### config.mk
export PLATFORM = sky130hd
export DESIGN_NAME = c2d_front
export DESIGN_NICKNAME = d
export VERILOG_FILES = /design/src/rtl/core/c2d_pkg.sv /design/src/rtl/core/c2d_front.sv
export SDC_FILE = /design/constraint.sdc
export NUM_CORES = 1
export LEC_CHECK = 0
export BUFFER_PORTS_ARGS = -buffer_cell sky130_fd_sc_hd__buf_2
export CORE_ASPECT_RATIO = 0.75
export CORE_MARGIN = 1
export CORE_UTILIZATION = 55
export CTS_BUF_LIST = sky130_fd_sc_hd__clkbuf_8
export DETAILED_ROUTE_END_ITERATION = 10
export PLACE_DENSITY = 0.82
export SLEW_MARGIN = 15
export SYNTH_ARGS = -nofsm -noshare
export SYNTH_HDL_FRONTEND = slang
export SYNTH_SLANG_ARGS = --single-unit
### constraint.sdc
create_clock -name clk -period 5.5 [get_ports clk]
set_clock_uncertainty 0.2 [all_clocks]
set_input_delay 0.825 -clock clk [delete_from_list [all_inputs] [get_ports clk]]
set_output_delay 0.825 -clock clk [all_outputs]
set_load 0.02 [all_outputs]
### src/rtl/core/c2d_pkg.sv
// ----------------------------------------------------------------------------
// c2d_pkg
// shared types and constants for the conv2d mac unit
// ----------------------------------------------------------------------------
package c2d_pkg;

  localparam int DEF_MAX_HEIGHT = 16;
  localparam int DEF_MAX_WIDTH  = 16;
  localparam int DEF_MAX_IN_CH  = 16;
  localparam int DEF_MAX_OUT_CH = 16;
  localparam int DEF_MAX_KERNEL = 5;

  localparam int ACC_W = 40;

  typedef enum logic [1:0] {
    KIND_LOAD_ACT  = 2'd0,
    KIND_LOAD_WGT  = 2'd1,
    KIND_LOAD_BIAS = 2'd2,
    KIND_COMPUTE   = 2'd3
  } kind_t;

  typedef enum logic [2:0] {
    REG_KH  = 3'd0,
    REG_KW  = 3'd1,
    REG_PAD = 3'd2,
    REG_IH  = 3'd3,
    REG_IW  = 3'd4,
    REG_IC  = 3'd5,
    REG_OC  = 3'd6
  } reg_idx_t;

  // queued request from front to back
  typedef struct packed {
    logic [1:0]  kind;
    logic [3:0]  row;
    logic [3:0]  col;
    logic [3:0]  in_ch;
    logic [3:0]  out_ch;
    logic [2:0]  tap_row;
    logic [2:0]  tap_col;
    logic [15:0] value;
  } req_t;

  // clamped geometry seen by the back end
  typedef struct packed {
    logic [6:0] kh;
    logic [6:0] kw;
    logic [2:0] pad;
    logic [6:0] ih;
    logic [6:0] iw;
    logic [6:0] nic;
    logic [6:0] noc;
  } geom_t;

  // round half up from q24.16 to q8.8, then saturate
  function automatic logic [15:0] round_sat(input logic signed [ACC_W-1:0] acc);
    logic signed [ACC_W:0] r;
    logic signed [ACC_W-8:0] q;
    begin
      r = {acc[ACC_W-1], acc} + (ACC_W+1)'(128);
      q = r[ACC_W:8];
      if (q > (ACC_W-7)'(32767)) round_sat = 16'h7fff;
      else if (q < -(ACC_W-7)'(32768)) round_sat = 16'h8000;
      else round_sat = q[15:0];
    end
  endfunction

endpackage

### src/rtl/core/c2d_front.sv
// ----------------------------------------------------------------------------
// c2d_front
// accepts requests, holds config registers, feeds a short request queue
// ----------------------------------------------------------------------------
module c2d_front #(
  parameter int MAX_HEIGHT = c2d_pkg::DEF_MAX_HEIGHT,
  parameter int MAX_WIDTH  = c2d_pkg::DEF_MAX_WIDTH,
  parameter int MAX_IN_CH  = c2d_pkg::DEF_MAX_IN_CH,
  parameter int MAX_OUT_CH = c2d_pkg::DEF_MAX_OUT_CH,
  parameter int MAX_KERNEL = c2d_pkg::DEF_MAX_KERNEL
) (
  input  logic           clk,
  input  logic           rst,
  input  logic           start,
  output logic           busy,
  input  logic [1:0]     kind,
  input  logic [3:0]     row,
  input  logic [3:0]     col,
  input  logic [3:0]     in_ch,
  input  logic [3:0]     out_ch,
  input  logic [2:0]     tap_row,
  input  logic [2:0]     tap_col,
  input  logic [15:0]    value,
  input  logic           cfg_we,
  input  logic [2:0]     cfg_index,
  input  logic [4:0]     cfg_data,
  output c2d_pkg::req_t  q_req,
  output logic           q_valid,
  input  logic           q_pop,
  output c2d_pkg::geom_t geom
);
  import c2d_pkg::*;

  logic [2:0] kh_r, kw_r, pad_r;
  logic [4:0] ih_r, iw_r, ic_r, oc_r;

  always_ff @(posedge clk) begin
    if (rst) begin
      kh_r <= 3'd3; kw_r <= 3'd3; pad_r <= 3'd1;
      ih_r <= 5'd16; iw_r <= 5'd16; ic_r <= 5'd16; oc_r <= 5'd16;
    end else if (cfg_we) begin
      case (cfg_index)
        REG_KH:  kh_r  <= cfg_data[2:0];
        REG_KW:  kw_r  <= cfg_data[2:0];
        REG_PAD: pad_r <= cfg_data[2:0];
        REG_IH:  ih_r  <= cfg_data;
        REG_IW:  iw_r  <= cfg_data;
        REG_IC:  ic_r  <= cfg_data;
        REG_OC:  oc_r  <= cfg_data;
        default: ;
      endcase
    end
  end

  function automatic logic [6:0] clamp(input logic [4:0] v, input int lo, input int hi);
    begin
      if (int'(v) < lo) clamp = 7'(lo);
      else if (int'(v) > hi) clamp = 7'(hi);
      else clamp = 7'(v);
    end
  endfunction

  always_comb begin
    geom.kh  = clamp({2'b0, kh_r}, 0, MAX_KERNEL);
    geom.kw  = clamp({2'b0, kw_r}, 0, MAX_KERNEL);
    geom.pad = pad_r;
    geom.ih  = clamp(ih_r, 0, MAX_HEIGHT);
    geom.iw  = clamp(iw_r, 0, MAX_WIDTH);
    geom.nic = clamp(ic_r, 0, MAX_IN_CH);
    geom.noc = clamp(oc_r, 1, MAX_OUT_CH);
  end

  // two-entry request queue
  req_t       slot [2];
  logic [1:0] count;
  logic       rd_ptr, wr_ptr;
  logic       push;

  assign busy    = (count == 2'd2);
  assign push    = start && !busy;
  assign q_valid = (count != 2'd0);
  assign q_req   = slot[rd_ptr];

  always_ff @(posedge clk) begin
    if (push) begin
      slot[wr_ptr] <= '{kind: kind, row: row, col: col, in_ch: in_ch, out_ch: out_ch,
                        tap_row: tap_row, tap_col: tap_col, value: value};
    end
    if (rst) begin
      count <= 2'd0; rd_ptr <= 1'b0; wr_ptr <= 1'b0;
    end else begin
      if (push) wr_ptr <= ~wr_ptr;
      if (q_pop) rd_ptr <= ~rd_ptr;
      count <= count + 2'(push) - 2'(q_pop);
    end
  end

endmodule

==> flow_metrics.env <==
export IMPL_finalCritPeriodShare_pct=54.4
export IMPL_dp_cells=510
export IMPL_grt_max_degree=41
export IMPL_vias=2689
export IMPL_cts_hold_buf=0
export IMPL_post_route_drc_count=0
export IMPL_syn_inst=300
export IMPL_final_util_pct=69.3
export IMPL_port_buffers=123
export IMPL_grt_pass1_vias=2502
export IMPL_placed_area_um2=5080
export IMPL_cts_tree="done"
export IMPL_drive_above_1_share_pct=46.5
export IMPL_antenna_found_initial=0
export IMPL_layout_nets=479
export IMPL_cts_htree_levels=4
export IMPL_power_density_nw_per_um2=372
export IMPL_ant_nets=0
export IMPL_yosys_top_cells_count="edfxtp_1 (80), mux2_2 (40), dfxtp_1 (34), nor2_1 (28), mux2i_1 (20)"
export IMPL_initial_core_util_pct=57.0
export IMPL_cts_resized=0
export IMPL_fmax_ghz=0.334
export IMPL_rsz0062_at_grt="false"
export IMPL_clockBufferDepth=2
export IMPL_crit_required_ps=4470
export IMPL_clkSinkCount=114
export IMPL_tightest_slew_ps=945
export IMPL_overflow=0
export IMPL_p_leak_nw=2.16
export IMPL_coreArea_um2=7880
export IMPL_drt_iter0_drc=132
export IMPL_stdcell_count=542
export IMPL_synth_main_ff_cell="edfxtp_1"
export IMPL_yosys_area_top_type="edfxtp_1"
export IMPL_wirelength_mm=8.03
export IMPL_yosysWarnings=0
export IMPL_status="completed"
export IMPL_clkSlewWorstSetupHoldPaths_ps=60
export IMPL_crit_buf_inv=1
export IMPL_peakVddDrop_uv=233
export IMPL_cts_root_buf="clkbuf_8"
export IMPL_critical_path_startpoint_type="flip-flop"
export IMPL_grt_usage_pct=19.2
export IMPL_viasPerCell=4.96
export IMPL_setup_viol=0
export IMPL_dp_hpwl_mm=5.26
export IMPL_arrival_ps=1970
export IMPL_tns_ps=0
export IMPL_dr_pass1_iters=5
export IMPL_worstPathMaxFanout=40
export IMPL_cts_setup_buffers=0
export IMPL_synth_most_common_cell="edfxtp_1"
export IMPL_pin_count=140
export IMPL_hold_viol_final=0
export IMPL_crit_chain="mux2_2 > buf_2"
export IMPL_grt_pass1_wl_mm=12.0
export IMPL_final_area_um2=5460
export IMPL_area_growth_pct=21.6
export IMPL_max_slew_margin_rel_pct=37.0
export IMPL_syn_area_um2=4490
export IMPL_ys_types=32
export IMPL_holdWs_ps=292
export IMPL_drv_slew=0
export IMPL_place_gp_congestion=0.735
export IMPL_hold_class="reg2reg"
export IMPL_synth_edf_count=80
export IMPL_synthArstFlopShare_pct=0
export IMPL_ys_top_cells_by_area="edfxtp_1 (53%), dfxtp_1 (15%), mux2_2 (10%)"
export IMPL_yosysSeqAreaShare_pct=68.7
export IMPL_cp_slowest_cell="dfxtp_2"
export IMPL_numCtsBuffers=17
export IMPL_n_fill_cell=540
export IMPL_clk_latency_ps=420
export IMPL_wire_per_inst_um=14.8
export IMPL_crit_family="flip-flops"
export IMPL_die_x_um=106
export IMPL_rows=28
export IMPL_critPathMaxStageDelay_ps=940
export IMPL_insertedDiodeCount=0
export IMPL_maxCapViolCount=0
export IMPL_die_y_um=80.3
export IMPL_synth_top_cell_area_share_pct=53.5
export IMPL_synth_area_per_cell_um2=15.0
export IMPL_cp_end_kind="output pin"
export IMPL_path_class="reg2out"
export IMPL_ys_ff_latch=114
export IMPL_die_area_um2=8530
export IMPL_fin_crit_ps=2990
## per-layer routing
layer	track usage (%)	vias up	part of all wire, %
li1	-	1298	-
met5	0	-	0
met3	7.39	9	6.9
met4	7.64	0	1.2
met2	30.8	107	48
met1	23.7	1275	44
## per-stage QoR
stage                     worst slack, ps  total power, mW
final                                2510             2.03
after global routing                 2390             2.11
after CTS                            2470             2.05
after detailed placement             2930             1.32
after global placement               2920             1.31
after floorplan                      2900             1.23
## sequential cells by signal, indices dropped and copies added (netlist names), named ones only
signal	flops
kw_r	3
oc_r	5
ic_r	5
iw_r	5
rd_ptr	1
pad_r	3
count	2
wr_ptr	1
ih_r	5
kh_r	3
slot	80
## final cells by class
| class | count | area [um^2] | area share (%) |
|---|---|---|---|
| timing repair buffer | 124 | 623 | 11.4 |
| inverter | 4 | 15.0 | 0.275 |
| clock inverter | 15 | 145 | 2.66 |
| multi-input combinational | 163 | 1230 | 22.5 |
| tap | 105 | 131 | 2.40 |
| sequential | 114 | 3080 | 56.5 |
| clock buffer | 17 | 234 | 4.28 |
## power by group
part	switching (mW)	internal, mW	total (mW)
logic	0.170	0.106	0.277
clock network	0.335	0.397	0.732
registers	0.0298	0.996	1.03
## logic make-up (layout without fill, tap and decap cells)
kind of cell	Yosys count	after routing	share of synthesized area, %
xor gates and xnor gates	2	2	0.390
adders and majority gates	2	2	0.557
DFF	114	114	68.7
buffers and inverters	38	160	5.24
muxes	60	60	14.5
other	1	16	0.0835
AOI/OAI and AO/OA	13	13	1.56
and+or+nand+nor	70	70	9.03
## cells in the final DEF, fill, tap and decap left out, types with 3 or more instances in the layout
cell          n
nor2b_1      18
clkinv_4      3
mux2_2       40
edfxtp_1     80
nor2_1       28
nor3_1       11
inv_1         5
dfxtp_1      33
mux2i_1      20
buf_2       123
clkinvlp_4    4
conb_1       16
clkinv_2      5
a21oi_1      10
clkbuf_8     17
## tightest hold or removal path, stage by stage (launching register included)
cell,delay [ps]
dfxtp_1,320
mux2i_1,60
nor2_1,70
## path summary, 6_finish.rpt
kind / startpoint / to / slack [ps] / depth (start not counted)
setup / recovery: flip-flop / q_req[26] / 2510 / 2
hold / removal: pad_r[2] / pad_r[2] / 290 / 2
setup reg to reg: count[0] / slot[0][0] / 3470 / 5
hold reg to reg: pad_r[2] / pad_r[2] / 290 / 2
Note: power is estimated with default switching activity, not from simulation.
